===== src/hdl/cmc_pkg.sv =====
// ----------------------------------------------------------------------------
// cmc_pkg: shared types and constants of the conductivity meter chain
// Field widths, register indexes, arithmetic constants, front/back types.
// ----------------------------------------------------------------------------
`timescale 1ns / 1ps
`default_nettype none

package cmc_pkg;

   localparam int SMP_W      = 12;
   localparam int TEMP_W     = 15;
   localparam int RAW_W      = 22;
   localparam int OUT_W      = 24;
   localparam int SINE_W     = 11;
   localparam int TC_W       = 24;
   localparam int CELL_W     = 20;
   localparam int CSR_IDX_W  = 3;
   localparam int CSR_DATA_W = 24;
   localparam int DIV_NUM_W  = 56;
   localparam int DIV_DEN_W  = 38;
   localparam int DEN_W      = 42;

   localparam logic [CSR_IDX_W-1:0] CSR_SINE  = 3'd0;
   localparam logic [CSR_IDX_W-1:0] CSR_TC    = 3'd1;
   localparam logic [CSR_IDX_W-1:0] CSR_CELL0 = 3'd2;
   localparam logic [CSR_IDX_W-1:0] CSR_CELL1 = 3'd3;
   localparam logic [CSR_IDX_W-1:0] CSR_CELL2 = 3'd4;

   localparam logic [SMP_W-1:0]        SAMPLE_MAX  = 12'hfff;
   localparam logic [RAW_W-1:0]        RAW_ALL_ONE = 22'h3fffff;
   localparam logic [OUT_W-1:0]        OUT_MAX     = 24'hffffff;
   localparam logic [9:0]              SCALE_MILLI = 10'd1000;
   localparam logic [6:0]              HUNDREDTHS  = 7'd100;
   localparam logic signed [15:0]      REF_TEMP    = 16'sd2500;
   localparam logic signed [DEN_W-1:0] DEN_BASE    = 42'sd1677721600;

   localparam logic [SINE_W-1:0] RST_SINE = 11'd1024;
   localparam logic [TC_W-1:0]   RST_TC   = 24'd335544;
   localparam logic [CELL_W-1:0] RST_CELL = 20'd65536;

   typedef struct packed {
      logic [1:0]               channel;
      logic [SMP_W-1:0]         p2p;
      logic signed [TEMP_W-1:0] temperature;
   } wave_type;

   typedef struct packed {
      logic [SINE_W-1:0] sine;
      logic [TC_W-1:0]   tc;
      logic [CELL_W-1:0] cell0;
      logic [CELL_W-1:0] cell1;
      logic [CELL_W-1:0] cell2;
   } cfg_type;

   typedef struct packed {
      logic                 start;
      logic [DIV_NUM_W-1:0] num;
      logic [DIV_DEN_W-1:0] den;
   } div_req_type;

   typedef struct packed {
      logic                 busy;
      logic                 done;
      logic [DIV_NUM_W-1:0] quo;
   } div_rsp_type;

endpackage

`default_nettype wire


===== src/hdl/cmc_ifs.sv =====
// ----------------------------------------------------------------------------
// cmc_ifs: channel interfaces of the conductivity meter chain
// Sample request, result response and register write channels.
// ----------------------------------------------------------------------------
`timescale 1ns / 1ps
`default_nettype none

interface cmc_req_if;
   logic              valid;
   logic              ready;
   logic [1:0]        channel;
   logic [11:0]       sample;
   logic              last_sample;
   logic signed [14:0] temperature;
   modport source(output valid, channel, sample, last_sample, temperature, input ready);
   modport sink(input valid, channel, sample, last_sample, temperature, output ready);
endinterface

interface cmc_rsp_if;
   logic        valid;
   logic        ready;
   logic [1:0]  result_channel;
   logic [11:0] peak_to_peak;
   logic [11:0] filtered_amplitude;
   logic [21:0] conductivity_raw;
   logic [23:0] conductivity_adjusted;
   logic [23:0] conductivity_compensated;
   logic        saturated;
   modport source(output valid, result_channel, peak_to_peak, filtered_amplitude,
                  conductivity_raw, conductivity_adjusted, conductivity_compensated,
                  saturated, input ready);
   modport sink(input valid, result_channel, peak_to_peak, filtered_amplitude,
                conductivity_raw, conductivity_adjusted, conductivity_compensated,
                saturated, output ready);
endinterface

interface cmc_csr_if;
   logic        valid;
   logic        ready;
   logic [2:0]  index;
   logic [23:0] data;
   modport source(output valid, index, data, input ready);
   modport sink(input valid, index, data, output ready);
endinterface

`default_nettype wire


===== src/hdl/conductivity_meter_chain.sv =====
// ----------------------------------------------------------------------------
// conductivity_meter_chain: peak-to-peak conductivity meter
// Samples enter on req_ch, one per cycle, and are tracked for min/max. A
// sample with last_sample set closes the wave and queues it (queue of four).
// A sequencer then updates the channel moving average and computes raw,
// cell adjusted and temperature compensated conductivity; one result per
// wave leaves on rsp_ch. Registers are written on csr_ch (always ready).
// Each wave makes two passes through the shared 56-step divider, one for
// the raw and one for the compensated value; a zero sine amplitude or a
// non-positive denominator skips one pass, and a channel's first two waves
// also fill its taps first. Sample throughput is one per cycle until the
// wave queue holds four waves; the sequencer pops a new wave only after the
// last one's result is registered.
// Reset restores register defaults, restarts tracking and rearms priming.
// A stalled rsp_ch holds its result; the sequencer waits, the queue fills,
// and then req_ch.ready drops.
// ----------------------------------------------------------------------------
`timescale 1ns / 1ps
`default_nettype none

module conductivity_meter_chain
   import cmc_pkg::*;
#(
   parameter int CHANNELS     = 3,
   parameter int FILTER_DEPTH = 8
) (
   input  wire logic clock,
   input  wire logic reset,
   cmc_req_if.sink   req_ch,
   cmc_rsp_if.source rsp_ch,
   cmc_csr_if.sink   csr_ch
);

   cfg_type  cfg_ff;
   wave_type q_data;
   logic     q_valid, q_pop;

   assign csr_ch.ready = 1'b1;

   always_ff @(posedge clock) begin
      if (reset) begin
         cfg_ff <= '{sine: RST_SINE, tc: RST_TC, cell0: RST_CELL, cell1: RST_CELL,
                     cell2: RST_CELL};
      end else if (csr_ch.valid) begin
         case (csr_ch.index)
            CSR_SINE:  cfg_ff.sine  <= csr_ch.data[SINE_W-1:0];
            CSR_TC:    cfg_ff.tc    <= csr_ch.data[TC_W-1:0];
            CSR_CELL0: cfg_ff.cell0 <= csr_ch.data[CELL_W-1:0];
            CSR_CELL1: cfg_ff.cell1 <= csr_ch.data[CELL_W-1:0];
            CSR_CELL2: cfg_ff.cell2 <= csr_ch.data[CELL_W-1:0];
            default: ;
         endcase
      end
   end

   cmc_front #(.CHANNELS(CHANNELS)) u_front (
      .clock(clock), .reset(reset), .req(req_ch),
      .q_data(q_data), .q_valid(q_valid), .q_pop(q_pop)
   );

   cmc_back #(.CHANNELS(CHANNELS), .FILTER_DEPTH(FILTER_DEPTH)) u_back (
      .clock(clock), .reset(reset), .cfg(cfg_ff),
      .q_data(q_data), .q_valid(q_valid), .q_pop(q_pop), .rsp(rsp_ch)
   );

endmodule

`default_nettype wire


===== src/hdl/cmc_ram.sv =====
// ----------------------------------------------------------------------------
// cmc_ram: generic single-write, single-read RAM
// One write port, one read port with registered read data.
// ----------------------------------------------------------------------------
`timescale 1ns / 1ps
`default_nettype none

module cmc_ram #(
   parameter int WIDTH = 12,
   parameter int DEPTH = 24,
   localparam int AW = (DEPTH > 1) ? $clog2(DEPTH) : 1
) (
   input  wire logic             clock,
   input  wire logic             we,
   input  wire logic [AW-1:0]    waddr,
   input  wire logic [WIDTH-1:0] wdata,
   input  wire logic [AW-1:0]    raddr,
   output logic      [WIDTH-1:0] rdata
);

   logic [WIDTH-1:0] mem_ff [DEPTH];
   logic [WIDTH-1:0] rdata_ff;

   always_ff @(posedge clock) begin
      if (we) begin
         mem_ff[waddr] <= wdata;
      end
      rdata_ff <= mem_ff[raddr];
   end

   assign rdata = rdata_ff;

endmodule

`default_nettype wire


===== src/hdl/cmc_div.sv =====
// ----------------------------------------------------------------------------
// cmc_div: shared restoring divider
// One quotient bit per cycle; done pulses in the cycle after the last step.
// ----------------------------------------------------------------------------
`timescale 1ns / 1ps
`default_nettype none

module cmc_div
   import cmc_pkg::*;
(
   input  wire logic        clock,
   input  wire logic        reset,
   input  wire div_req_type req,
   output div_rsp_type      rsp
);

   logic                 busy_ff, busy_in;
   logic                 done_ff, done_in;
   logic [5:0]           cnt_ff, cnt_in;
   logic [DIV_NUM_W-1:0] quo_ff, quo_in;
   logic [DIV_DEN_W-1:0] rem_ff, rem_in;
   logic [DIV_DEN_W-1:0] den_ff, den_in;
   logic [DIV_DEN_W:0]   shifted;
   logic                 fits;

   always_comb begin
      shifted = {rem_ff, quo_ff[DIV_NUM_W-1]};
      fits    = shifted >= {1'b0, den_ff};
      busy_in = busy_ff;
      done_in = 1'b0;
      cnt_in  = cnt_ff;
      quo_in  = quo_ff;
      rem_in  = rem_ff;
      den_in  = den_ff;
      if (busy_ff) begin
         quo_in = {quo_ff[DIV_NUM_W-2:0], fits};
         rem_in = fits ? DIV_DEN_W'(shifted - {1'b0, den_ff}) : shifted[DIV_DEN_W-1:0];
         cnt_in = cnt_ff - 6'd1;
         if (cnt_ff == 6'd0) begin
            busy_in = 1'b0;
            done_in = 1'b1;
         end
      end else if (req.start) begin
         busy_in = 1'b1;
         cnt_in  = 6'(DIV_NUM_W - 1);
         quo_in  = req.num;
         rem_in  = '0;
         den_in  = req.den;
      end
   end

   always_ff @(posedge clock) begin
      if (reset) begin
         busy_ff <= 1'b0;
         done_ff <= 1'b0;
      end else begin
         busy_ff <= busy_in;
         done_ff <= done_in;
      end
      cnt_ff <= cnt_in;
      quo_ff <= quo_in;
      rem_ff <= rem_in;
      den_ff <= den_in;
   end

   assign rsp.busy = busy_ff;
   assign rsp.done = done_ff;
   assign rsp.quo  = quo_ff;

   a_no_start_busy : assert property (@(posedge clock) disable iff (reset)
      busy_ff |-> !req.start) else $error("divider started while busy");
   a_done_after_busy : assert property (@(posedge clock) disable iff (reset)
      done_ff |-> $past(busy_ff)) else $error("done without a running division");
   a_done_idle : assert property (@(posedge clock) disable iff (reset)
      done_ff |-> !busy_ff) else $error("done while still busy");

endmodule

`default_nettype wire


===== src/hdl/cmc_front.sv =====
// ----------------------------------------------------------------------------
// cmc_front: wave tracker and wave queue
// Tracks min/max of the samples and queues one wave record per in-range last sample.
// ----------------------------------------------------------------------------
`timescale 1ns / 1ps
`default_nettype none

module cmc_front
   import cmc_pkg::*;
#(
   parameter int CHANNELS = 3
) (
   input  wire logic  clock,
   input  wire logic  reset,
   cmc_req_if.sink    req,
   output wave_type   q_data,
   output logic       q_valid,
   input  wire logic  q_pop
);

   localparam int QDEPTH = 4;

   logic [SMP_W-1:0] max_ff, max_in;
   logic [SMP_W-1:0] min_ff, min_in;
   wave_type         mem_ff [QDEPTH];
   logic [1:0]       wr_ptr_ff, rd_ptr_ff;
   logic [2:0]       cnt_ff, cnt_in;
   logic             transfer, in_range, push;

   assign req.ready = cnt_ff != 3'(QDEPTH);
   assign transfer  = req.valid && req.ready;
   assign in_range  = {1'b0, req.channel} < 3'(CHANNELS);

   always_comb begin
      max_in = (req.sample >= max_ff) ? req.sample : max_ff;
      min_in = (req.sample <= min_ff) ? req.sample : min_ff;
      push   = transfer && in_range && req.last_sample;
      cnt_in = cnt_ff + 3'(push) - 3'(q_pop);
   end

   always_ff @(posedge clock) begin
      if (reset) begin
         max_ff    <= '0;
         min_ff    <= SAMPLE_MAX;
         wr_ptr_ff <= '0;
         rd_ptr_ff <= '0;
         cnt_ff    <= '0;
      end else begin
         if (transfer && in_range) begin
            if (req.last_sample) begin
               max_ff <= '0;
               min_ff <= SAMPLE_MAX;
            end else begin
               max_ff <= max_in;
               min_ff <= min_in;
            end
         end
         if (push) begin
            wr_ptr_ff <= wr_ptr_ff + 2'd1;
         end
         if (q_pop) begin
            rd_ptr_ff <= rd_ptr_ff + 2'd1;
         end
         cnt_ff <= cnt_in;
      end
      if (push) begin
         mem_ff[wr_ptr_ff] <= '{channel: req.channel, p2p: max_in - min_in,
                                temperature: req.temperature};
      end
   end

   assign q_valid = cnt_ff != 3'd0;
   assign q_data  = mem_ff[rd_ptr_ff];

   a_no_overflow : assert property (@(posedge clock) disable iff (reset)
      cnt_ff <= 3'(QDEPTH)) else $error("wave queue overflow");
   a_pop_nonempty : assert property (@(posedge clock) disable iff (reset)
      q_pop |-> q_valid) else $error("pop from empty wave queue");
   a_tracker_restart : assert property (@(posedge clock) disable iff (reset)
      push |=> max_ff == '0 && min_ff == SAMPLE_MAX) else $error("tracker not restarted");

endmodule

`default_nettype wire


===== src/hdl/cmc_back.sv =====
// ----------------------------------------------------------------------------
// cmc_back: filter and conductivity sequencer
// Pops waves, updates the moving average and computes the result.
// ----------------------------------------------------------------------------
`timescale 1ns / 1ps
`default_nettype none

module cmc_back
   import cmc_pkg::*;
#(
   parameter int CHANNELS     = 3,
   parameter int FILTER_DEPTH = 8
) (
   input  wire logic     clock,
   input  wire logic     reset,
   input  wire cfg_type  cfg,
   input  wire wave_type q_data,
   input  wire logic     q_valid,
   output logic          q_pop,
   cmc_rsp_if.source     rsp
);

   localparam int CH_W   = (CHANNELS > 1) ? $clog2(CHANNELS) : 1;
   localparam int POS_W  = (FILTER_DEPTH > 1) ? $clog2(FILTER_DEPTH) : 1;
   localparam int SUM_W  = SMP_W + $clog2(FILTER_DEPTH);
   localparam int TAPS   = CHANNELS * FILTER_DEPTH;
   localparam int AW     = (TAPS > 1) ? $clog2(TAPS) : 1;
   // average by reciprocal multiplication, exact for every sum below 2^SUM_W
   localparam int AVG_SH = SUM_W + POS_W;
   localparam int AVG_PW = SUM_W + AVG_SH + 1;
   localparam logic [AVG_SH:0] AVG_RECIP = (AVG_SH+1)'(((64'd1 << AVG_SH)
      + 64'(FILTER_DEPTH) - 64'd1) / 64'(FILTER_DEPTH));

   typedef enum logic [10:0] {
      S_IDLE  = 11'b00000000001,
      S_PRIME = 11'b00000000010,
      S_READ  = 11'b00000000100,
      S_UPD   = 11'b00000001000,
      S_DAVG  = 11'b00000010000,
      S_DRAW  = 11'b00000100000,
      S_MUL   = 11'b00001000000,
      S_ADJ   = 11'b00010000000,
      S_CHK   = 11'b00100000000,
      S_DCOMP = 11'b01000000000,
      S_OUT   = 11'b10000000000
   } state_type;

   state_type               st_ff, st_in;
   logic [CH_W-1:0]         ch_ff;
   logic [1:0]              chn_ff;
   logic [SMP_W-1:0]        p2p_ff;
   logic signed [TEMP_W-1:0] temp_ff;
   logic [POS_W-1:0]        cnt_ff;
   logic [SUM_W-1:0]        sum_ff   [CHANNELS];
   logic [POS_W-1:0]        pos_ff   [CHANNELS];
   logic [1:0]              prime_ff [CHANNELS];
   logic [SMP_W-1:0]        avg_ff;
   logic [RAW_W-1:0]        raw_ff;
   logic [RAW_W+CELL_W-1:0] prod_ff;
   logic signed [DEN_W-1:0] den_ff;
   logic [OUT_W-1:0]        adj_ff;
   logic [OUT_W-1:0]        comp_ff;
   logic                    sat_ff;

   logic                    out_valid_ff;
   logic [1:0]              out_ch_ff;
   logic [SMP_W-1:0]        out_p2p_ff, out_avg_ff;
   logic [RAW_W-1:0]        out_raw_ff;
   logic [OUT_W-1:0]        out_adj_ff, out_comp_ff;
   logic                    out_sat_ff;

   logic                    ram_we;
   logic [AW-1:0]           ram_waddr, ram_raddr, base_addr;
   logic [SMP_W-1:0]        ram_rdata;
   logic [SUM_W-1:0]        sum_new;
   logic [AVG_PW-1:0]       avg_prod;
   logic [SMP_W-1:0]        avg_calc;
   logic [CELL_W-1:0]       cell_k;
   logic signed [15:0]      tdiff;
   logic signed [40:0]      tprod;
   logic [OUT_W-1:0]        comp_val;
   logic                    slot_free;
   div_req_type             dreq;
   div_rsp_type             drsp;

   cmc_ram #(.WIDTH(SMP_W), .DEPTH(TAPS)) u_taps (
      .clock(clock), .we(ram_we), .waddr(ram_waddr), .wdata(p2p_ff),
      .raddr(ram_raddr), .rdata(ram_rdata)
   );

   cmc_div u_div (.clock(clock), .reset(reset), .req(dreq), .rsp(drsp));

   assign base_addr = AW'(32'(ch_ff) * 32'(FILTER_DEPTH));
   assign ram_raddr = base_addr + AW'(pos_ff[ch_ff]);
   assign sum_new   = sum_ff[ch_ff] - SUM_W'(ram_rdata) + SUM_W'(p2p_ff);
   assign avg_prod  = AVG_PW'(sum_new) * AVG_PW'(AVG_RECIP);
   assign avg_calc  = avg_prod[AVG_SH +: SMP_W];
   assign tdiff     = {temp_ff[TEMP_W-1], temp_ff} - REF_TEMP;
   assign tprod     = $signed({1'b0, cfg.tc}) * tdiff;
   assign slot_free = !out_valid_ff || rsp.ready;
   assign comp_val  = (|drsp.quo[DIV_NUM_W-1:OUT_W]) ? OUT_MAX : drsp.quo[OUT_W-1:0];

   always_comb begin
      case (chn_ff)
         2'd0:    cell_k = cfg.cell0;
         2'd1:    cell_k = cfg.cell1;
         default: cell_k = cfg.cell2;
      endcase
   end

   always_comb begin
      st_in     = st_ff;
      q_pop     = 1'b0;
      ram_we    = 1'b0;
      ram_waddr = base_addr + AW'(pos_ff[ch_ff]);
      dreq      = '{start: 1'b0, num: '0, den: '0};
      case (st_ff)
         S_IDLE: begin
            if (q_valid) begin
               q_pop = 1'b1;
               st_in = (prime_ff[CH_W'(q_data.channel)] != 2'd0) ? S_PRIME : S_READ;
            end
         end
         S_PRIME: begin
            ram_we    = 1'b1;
            ram_waddr = base_addr + AW'(cnt_ff);
            if (cnt_ff == POS_W'(FILTER_DEPTH - 1)) begin
               st_in = S_READ;
            end
         end
         S_READ: st_in = S_UPD;
         S_UPD: begin
            ram_we = 1'b1;
            st_in  = S_DAVG;
         end
         S_DAVG: begin
            if (cfg.sine == '0) begin
               st_in = S_MUL;
            end else begin
               dreq  = '{start: 1'b1,
                         num: DIV_NUM_W'({10'd0, avg_ff} * 22'(SCALE_MILLI)),
                         den: DIV_DEN_W'(cfg.sine)};
               st_in = S_DRAW;
            end
         end
         S_DRAW: begin
            if (drsp.done) begin
               st_in = S_MUL;
            end
         end
         S_MUL: st_in = S_ADJ;
         S_ADJ: st_in = S_CHK;
         S_CHK: begin
            if (den_ff[DEN_W-1] || den_ff == '0) begin
               st_in = S_OUT;
            end else begin
               dreq  = '{start: 1'b1,
                         num: DIV_NUM_W'({31'(adj_ff * 31'(HUNDREDTHS)), 24'd0}),
                         den: den_ff[DIV_DEN_W-1:0]};
               st_in = S_DCOMP;
            end
         end
         S_DCOMP: begin
            if (drsp.done) begin
               st_in = S_OUT;
            end
         end
         S_OUT: begin
            if (slot_free) begin
               st_in = S_IDLE;
            end
         end
         default: st_in = S_IDLE;
      endcase
   end

   always_ff @(posedge clock) begin
      if (reset) begin
         st_ff        <= S_IDLE;
         out_valid_ff <= 1'b0;
         for (int i = 0; i < CHANNELS; i++) begin
            pos_ff[i]   <= '0;
            prime_ff[i] <= 2'd2;
         end
      end else begin
         st_ff <= st_in;
         if (st_ff == S_OUT && slot_free) begin
            out_valid_ff <= 1'b1;
         end else if (rsp.ready) begin
            out_valid_ff <= 1'b0;
         end
         case (st_ff)
            S_PRIME: begin
               if (cnt_ff == POS_W'(FILTER_DEPTH - 1)) begin
                  prime_ff[ch_ff] <= prime_ff[ch_ff] - 2'd1;
               end
            end
            S_UPD: begin
               pos_ff[ch_ff] <= (pos_ff[ch_ff] == POS_W'(FILTER_DEPTH - 1)) ?
                                '0 : pos_ff[ch_ff] + POS_W'(1);
            end
            default: ;
         endcase
      end

      case (st_ff)
         S_IDLE: begin
            ch_ff   <= CH_W'(q_data.channel);
            chn_ff  <= q_data.channel;
            p2p_ff  <= q_data.p2p;
            temp_ff <= q_data.temperature;
            cnt_ff  <= '0;
            sat_ff  <= 1'b0;
         end
         S_PRIME: begin
            cnt_ff <= cnt_ff + POS_W'(1);
            if (cnt_ff == POS_W'(FILTER_DEPTH - 1)) begin
               sum_ff[ch_ff] <= SUM_W'(32'(p2p_ff) * 32'(FILTER_DEPTH));
            end
         end
         S_UPD: begin
            sum_ff[ch_ff] <= sum_new;
            avg_ff        <= avg_calc;
         end
         S_DAVG: begin
            if (cfg.sine == '0) begin
               raw_ff <= RAW_ALL_ONE;
               sat_ff <= 1'b1;
            end
         end
         S_DRAW: begin
            if (drsp.done) begin
               raw_ff <= drsp.quo[RAW_W-1:0];
            end
         end
         S_MUL: begin
            prod_ff <= (RAW_W+CELL_W)'(raw_ff) * (RAW_W+CELL_W)'(cell_k);
            den_ff  <= DEN_BASE + {tprod[40], tprod};
         end
         S_ADJ: begin
            if (|prod_ff[RAW_W+CELL_W-1:OUT_W+16]) begin
               adj_ff <= OUT_MAX;
               sat_ff <= 1'b1;
            end else begin
               adj_ff <= prod_ff[OUT_W+15:16];
            end
         end
         S_CHK: begin
            if (den_ff[DEN_W-1] || den_ff == '0) begin
               comp_ff <= OUT_MAX;
               sat_ff  <= 1'b1;
            end
         end
         S_DCOMP: begin
            if (drsp.done) begin
               comp_ff <= comp_val;
               if (|drsp.quo[DIV_NUM_W-1:OUT_W]) begin
                  sat_ff <= 1'b1;
               end
            end
         end
         S_OUT: begin
            if (slot_free) begin
               out_ch_ff   <= chn_ff;
               out_p2p_ff  <= p2p_ff;
               out_avg_ff  <= avg_ff;
               out_raw_ff  <= raw_ff;
               out_adj_ff  <= adj_ff;
               out_comp_ff <= comp_ff;
               out_sat_ff  <= sat_ff;
            end
         end
         default: ;
      endcase
   end

   assign rsp.valid                    = out_valid_ff;
   assign rsp.result_channel           = out_ch_ff;
   assign rsp.peak_to_peak             = out_p2p_ff;
   assign rsp.filtered_amplitude       = out_avg_ff;
   assign rsp.conductivity_raw         = out_raw_ff;
   assign rsp.conductivity_adjusted    = out_adj_ff;
   assign rsp.conductivity_compensated = out_comp_ff;
   assign rsp.saturated                = out_sat_ff;

   a_upd_after_read : assert property (@(posedge clock) disable iff (reset)
      st_ff == S_UPD |-> $past(st_ff) == S_READ) else $error("tap update without read");
   a_pop_only_idle : assert property (@(posedge clock) disable iff (reset)
      q_pop |-> st_ff == S_IDLE) else $error("wave popped while busy");
   a_out_from_seq : assert property (@(posedge clock) disable iff (reset)
      $rose(out_valid_ff) |-> $past(st_ff) == S_OUT) else $error("result without sequence");
   a_div_idle_wait : assert property (@(posedge clock) disable iff (reset)
      dreq.start |-> !drsp.busy) else $error("divider request while busy");

endmodule

`default_nettype wire

===== src/flat_wrapper.sv =====
// flat-port wrapper written by rule: the top's interface ports become plain ports
module conductivity_meter_chain_flat import cmc_pkg::*;
#(
   parameter int CHANNELS     = 3,
   parameter int FILTER_DEPTH = 8
)
  (clock, reset, req_ch_valid, req_ch_channel, req_ch_sample, req_ch_last_sample, req_ch_temperature, req_ch_ready, rsp_ch_valid, rsp_ch_result_channel, rsp_ch_peak_to_peak, rsp_ch_filtered_amplitude, rsp_ch_conductivity_raw, rsp_ch_conductivity_adjusted, rsp_ch_conductivity_compensated, rsp_ch_saturated, rsp_ch_ready, csr_ch_valid, csr_ch_index, csr_ch_data, csr_ch_ready);
  cmc_req_if req_ch_i ();
  cmc_rsp_if rsp_ch_i ();
  cmc_csr_if csr_ch_i ();
  input  wire logic clock;
  input  wire logic reset;
  input wire logic [$bits(req_ch_i.valid)-1:0] req_ch_valid;
  input wire logic [$bits(req_ch_i.channel)-1:0] req_ch_channel;
  input wire logic [$bits(req_ch_i.sample)-1:0] req_ch_sample;
  input wire logic [$bits(req_ch_i.last_sample)-1:0] req_ch_last_sample;
  input wire logic [$bits(req_ch_i.temperature)-1:0] req_ch_temperature;
  output wire logic [$bits(req_ch_i.ready)-1:0] req_ch_ready;
  output wire logic [$bits(rsp_ch_i.valid)-1:0] rsp_ch_valid;
  output wire logic [$bits(rsp_ch_i.result_channel)-1:0] rsp_ch_result_channel;
  output wire logic [$bits(rsp_ch_i.peak_to_peak)-1:0] rsp_ch_peak_to_peak;
  output wire logic [$bits(rsp_ch_i.filtered_amplitude)-1:0] rsp_ch_filtered_amplitude;
  output wire logic [$bits(rsp_ch_i.conductivity_raw)-1:0] rsp_ch_conductivity_raw;
  output wire logic [$bits(rsp_ch_i.conductivity_adjusted)-1:0] rsp_ch_conductivity_adjusted;
  output wire logic [$bits(rsp_ch_i.conductivity_compensated)-1:0] rsp_ch_conductivity_compensated;
  output wire logic [$bits(rsp_ch_i.saturated)-1:0] rsp_ch_saturated;
  input wire logic [$bits(rsp_ch_i.ready)-1:0] rsp_ch_ready;
  input wire logic [$bits(csr_ch_i.valid)-1:0] csr_ch_valid;
  input wire logic [$bits(csr_ch_i.index)-1:0] csr_ch_index;
  input wire logic [$bits(csr_ch_i.data)-1:0] csr_ch_data;
  output wire logic [$bits(csr_ch_i.ready)-1:0] csr_ch_ready;
  assign req_ch_i.valid = req_ch_valid;
  assign req_ch_i.channel = req_ch_channel;
  assign req_ch_i.sample = req_ch_sample;
  assign req_ch_i.last_sample = req_ch_last_sample;
  assign req_ch_i.temperature = req_ch_temperature;
  assign req_ch_ready = req_ch_i.ready;
  assign rsp_ch_valid = rsp_ch_i.valid;
  assign rsp_ch_result_channel = rsp_ch_i.result_channel;
  assign rsp_ch_peak_to_peak = rsp_ch_i.peak_to_peak;
  assign rsp_ch_filtered_amplitude = rsp_ch_i.filtered_amplitude;
  assign rsp_ch_conductivity_raw = rsp_ch_i.conductivity_raw;
  assign rsp_ch_conductivity_adjusted = rsp_ch_i.conductivity_adjusted;
  assign rsp_ch_conductivity_compensated = rsp_ch_i.conductivity_compensated;
  assign rsp_ch_saturated = rsp_ch_i.saturated;
  assign rsp_ch_i.ready = rsp_ch_ready;
  assign csr_ch_i.valid = csr_ch_valid;
  assign csr_ch_i.index = csr_ch_index;
  assign csr_ch_i.data = csr_ch_data;
  assign csr_ch_ready = csr_ch_i.ready;
  conductivity_meter_chain #(.CHANNELS(CHANNELS), .FILTER_DEPTH(FILTER_DEPTH)) u_core (.clock(clock), .reset(reset), .req_ch(req_ch_i), .rsp_ch(rsp_ch_i), .csr_ch(csr_ch_i));
endmodule

===== config.mk =====
export PLATFORM = sky130hd
export DESIGN_NAME = conductivity_meter_chain_flat
export DESIGN_NICKNAME = d
export VERILOG_FILES = /design/src/hdl/cmc_pkg.sv /design/src/hdl/cmc_ifs.sv /design/src/hdl/conductivity_meter_chain.sv /design/src/hdl/cmc_ram.sv /design/src/hdl/cmc_div.sv /design/src/hdl/cmc_front.sv /design/src/hdl/cmc_back.sv /design/src/flat_wrapper.sv
export SDC_FILE = /design/constraint.sdc
export NUM_CORES = 2
export LEC_CHECK = 0
export BUFFER_PORTS_ARGS = -buffer_cell sky130_fd_sc_hd__buf_2
export CAP_MARGIN = 20
export CELL_PAD_IN_SITES_DETAIL_PLACEMENT = 0
export CELL_PAD_IN_SITES_GLOBAL_PLACEMENT = 1
export CORE_ASPECT_RATIO = 0.8
export CORE_UTILIZATION = 25
export CTS_CLUSTER_DIAMETER = 30
export DETAILED_ROUTE_END_ITERATION = 16
export PLACE_DENSITY_LB_ADDON = 0.1
export SLEW_MARGIN = 20
export SYNTH_ARGS = -nofsm -noshare
export SYNTH_HDL_FRONTEND = slang
export SYNTH_SLANG_ARGS = --single-unit

===== constraint.sdc =====
create_clock -name clock -period 11.6 [get_ports clock]
set_input_delay 2.32 -clock clock [delete_from_list [all_inputs] [get_ports clock]]
set_output_delay 2.32 -clock clock [all_outputs]
set_load 0.005 [all_outputs]

==> results.ini <==
[route]
drt_iter0_markers=2602
wl_per_cell_um=20.8
wl_um=231000
drtAntennaViolNets=0
vias=47784
drt_pre_antenna_iters=6
viasPerCell=4.30
drcViolationCount=0

[clock_tree]
clk_latency_ps=830
cts_buffer_depth=4
cts_tree=yes
clock_sinks=1043
numCtsBuffers=289
postCtsSetupRepairBufs=0
cts.htree.levels=5
cts.repair.resized=0
root_buffer=clkbuf_16
cts_hold_buffers=0
path_clk_slew_ps=40

[synthesis]
synth_compound_area_share_pct=5.48
synthCells=6604
yosys.area_share.simple_pct=12.1
seq_area_frac_synth_pct=40.2
synth_edf_count=887
yosys.area_share.xor_xnor_pct=2.02
ys_seq_elements=1043
async_flop_share_pct=0
ys.flop_type=edfxtp_1
yosysWarnings=0
yosys-mux-area-fraction_pct=4.69
synth_cell_types=85
synthAdderAreaFrac_pct=28.5
syn_area_mm2=0.0741
synth_nets=7916
avgSynthCellArea_um2=11.2
synth_top_family_by_area=adder cells

[setup_path]
cpPeakStageDelay_ps=560
r2r_end=u_core.u_back.den_ff[38]
end_kind=flop
start_kind=flop
timing.rr.start=u_core.u_back.temp_ff[2]
critPathMostFrequentCell=fa_1
rrSetupSlack_ps=2540
rr_worst_depth=29
critPathMaxFanout=24
worst-endpoint-arrival_ps=9580
slowest_stage=edfxtp_1
cp.required_ps=12120
path_class=flop to flop

[floorplanning]
dieWidth_um=611
die_area_mm2=0.299
rows=178
initial_utilization_pct=25.2
die_y_um=489
core_mm2=0.294
ios=162

[place]
portBuffers=160
place.detailed.hpwl_um=167000
finalWeightedCongestion=0.771
pre_cts_slack_ps=2620
dpl_cell_area_mm2=0.0801

[worst_hold_path]
hold_class=flop to flop
hold-path-endpoint=u_core.u_back.rsp.conductivity_compensated[15]
worstHoldStart=u_core.u_back.comp_ff[15]
holdPathStages=0

[global_route]
grt_first_pass_wirelength_um=344000
grt_usage_pct=15.5
first_global_vias=50727
overflow=0
antenna_found_initial=26
grt_max_degree=72

[layout]
layout-drive-gt1-share_pct=13.9
stdcell_area_mm2=0.0900
fillCellCount=30379
area_delta_synth_final_pct=21.5
layout.nets=8222

[sta]
slew_viol_final=0
rsz0062_at_grt=no
fin_crit_sh_pct=78.1
setup_viol=0
period_minus_slack_ps=9060
fin_skew_ps=89.4
tns_ps=0
worst_pin_slew_ps=1110
timing.final.hold_violations=0
worst_slack_ps=2540
fmax_mhz=110
maxSlewHeadroom_pct=26.0

[flow_run]
maxCapViolCount=0

[status]
outcome=completed

==> layer usage <==
| layer | wire, um | global-route usage (%) |
|---|---|---|
| met1 | 119000 | 23.3 |
| met2 | 98600 | 23.2 |
| met3 | 8480 | 2.27 |
| met4 | 4970 | 3.67 |
| met5 | 13 | 0 |
==> worst max-delay path: cells and delay by family, from the launching register on <==
family	cells	cell delay, ps
xor gates and xnor gates	2	310
adders and majority gates	8	3480
DFF	1	560
and+or+nand+nor	7	1920
buffers and inverters	4	820
AOI/OAI and AO/OA	8	1630
==> worst max-delay path by stage <==
stage | startpoint | slack, ps | cells after the start | endpoint
final | u_core.u_back.temp_ff[2] | 2540 | 29 | u_core.u_back.den_ff[38]
after global routing | u_core.u_back.temp_ff[2] | 1990 | 29 | u_core.u_back.den_ff[38]
after CTS | u_core.u_back.temp_ff[2] | 2560 | 28 | u_core.u_back.den_ff[41]
after detailed placement | u_core.u_back.temp_ff[2] | 2620 | 28 | u_core.u_back.den_ff[41]
after global placement | u_core.u_back.temp_ff[2] | 2720 | 29 | u_core.u_back.den_ff[38]
after floorplan | u_core.u_back.temp_ff[2] | 3560 | 31 | u_core.u_back.den_ff[41]
==> stage by stage <==
step	utilization, %	hold slack, ps	cells
2_1_floorplan	-	400	6604
3_3_place_gp	27.2	406	10577
3_5_place_dp	27.2	406	10578
4_1_cts	30.6	419	11103
5_1_grt	30.6	420	11107
6_report	30.6	417	11112
==> layout make-up <==
type,count,area [um2],area share [%]
Clock inverter,163,2020,2.25
Multi-Input combinational cell,4195,39500,43.9
Sequential cell,1043,29800,33.1
Inverter,1092,4100,4.55
Clock buffer,362,7870,8.74
Timing Repair Buffer,289,1790,1.99
Tap cell,3960,4950,5.50
Antenna cell,8,20.0,0.0222
==> cell usage after synthesis, types with 8 or more instances <==
library cell | number | area share, %
a211oi_1 | 17 | 0.17
a21boi_0 | 10 | 0.10
a21o_1 | 60 | 0.61
a21oi_1 | 239 | 1.6
a22o_1 | 11 | 0.13
a22oi_1 | 12 | 0.12
a31oi_1 | 11 | 0.093
and2_1 | 349 | 2.9
and3_1 | 25 | 0.21
buf_1 | 18 | 0.091
buf_2 | 8 | 0.054
clkbuf_1 | 241 | 1.2
dfxtp_1 | 156 | 4.2
edfxtp_1 | 887 | 36
fa_1 | 733 | 20
ha_1 | 517 | 8.7
inv_1 | 1090 | 5.5
mux2_2 | 14 | 0.21
mux2i_1 | 93 | 1.3
mux4_2 | 106 | 3.2
nand2_1 | 915 | 4.6
nand2b_1 | 62 | 0.52
nand3_1 | 62 | 0.42
nand4_1 | 24 | 0.20
nor2_1 | 238 | 1.2
nor2b_1 | 53 | 0.45
nor3_1 | 37 | 0.25
nor4_1 | 32 | 0.27
o211ai_1 | 17 | 0.17
o21a_1 | 17 | 0.17
o21ai_0 | 136 | 0.92
o21ai_1 | 14 | 0.095
o21bai_1 | 17 | 0.17
o221ai_1 | 12 | 0.14
o31ai_1 | 20 | 0.20
or2_2 | 44 | 0.37
or3_1 | 43 | 0.36
xnor2_1 | 106 | 1.3
xor2_1 | 65 | 0.77
==> sequential cells by signal (all words and copies together), names as in the netlist, 26 cells and up, named ones only <==
| signal | cells |
|---|---|
| u_core.u_front.mem_ff | 116 |
| u_core.u_back.u_taps.mem_ff | 288 |
| u_core.u_back.u_div.rem_ff | 38 |
| u_core.u_back.u_div.den_ff | 38 |
| u_core.u_back.sum_ff | 45 |
| u_core.u_back.prod_ff | 26 |
| u_core.cfg_ff | 95 |
| u_core.u_back.den_ff | 42 |
| u_core.u_back.u_div.quo_ff | 56 |
==> logic make-up (layout without fill, tap and decap cells) <==
kind of cell,Yosys count,after routing
AND/OR/NAND/NOR,1909,1909
buffers and inverters,1366,1906
adder cells (fa/ha/maj),1250,1250
flip-flops,1043,1043
AO/OA/AOI/OAI,651,651
multiplexers,213,213
XOR/XNOR,171,171
other,1,9
==> layout by cell type, fill, tap and decap left out, types with 18 or more instances in the layout <==
| master | instances |
|---|---|
| inv_1 | 1088 |
| nand2_1 | 914 |
| edfxtp_1 | 887 |
| fa_1 | 733 |
| ha_1 | 517 |
| and2_1 | 349 |
| clkbuf_16 | 293 |
| a21oi_1 | 238 |
| nor2_1 | 214 |
| buf_2 | 159 |
| dfxtp_1 | 154 |
| buf_4 | 128 |
| o21ai_0 | 117 |
| mux4_2 | 103 |
| xnor2_1 | 102 |
| mux2i_1 | 93 |
| nand3_1 | 62 |
| nand2b_1 | 62 |
| a21o_1 | 60 |
| xor2_1 | 59 |
| nor2b_1 | 52 |
| or2_2 | 44 |
| or3_1 | 43 |
| clkbuf_1 | 41 |
| clkinv_2 | 37 |
| nor3_1 | 36 |
| clkinv_1 | 35 |
| bufinv_16 | 35 |
| nor4_1 | 31 |
| clkbuf_8 | 28 |
| nand4_1 | 24 |
| o21ai_2 | 23 |
| and3_1 | 23 |
| nor2_2 | 23 |
| o31ai_1 | 20 |
| clkinvlp_4 | 18 |
Power is not shown: default switching activity piles up to over one toggle a cycle in this logic, so the estimate is an artifact.
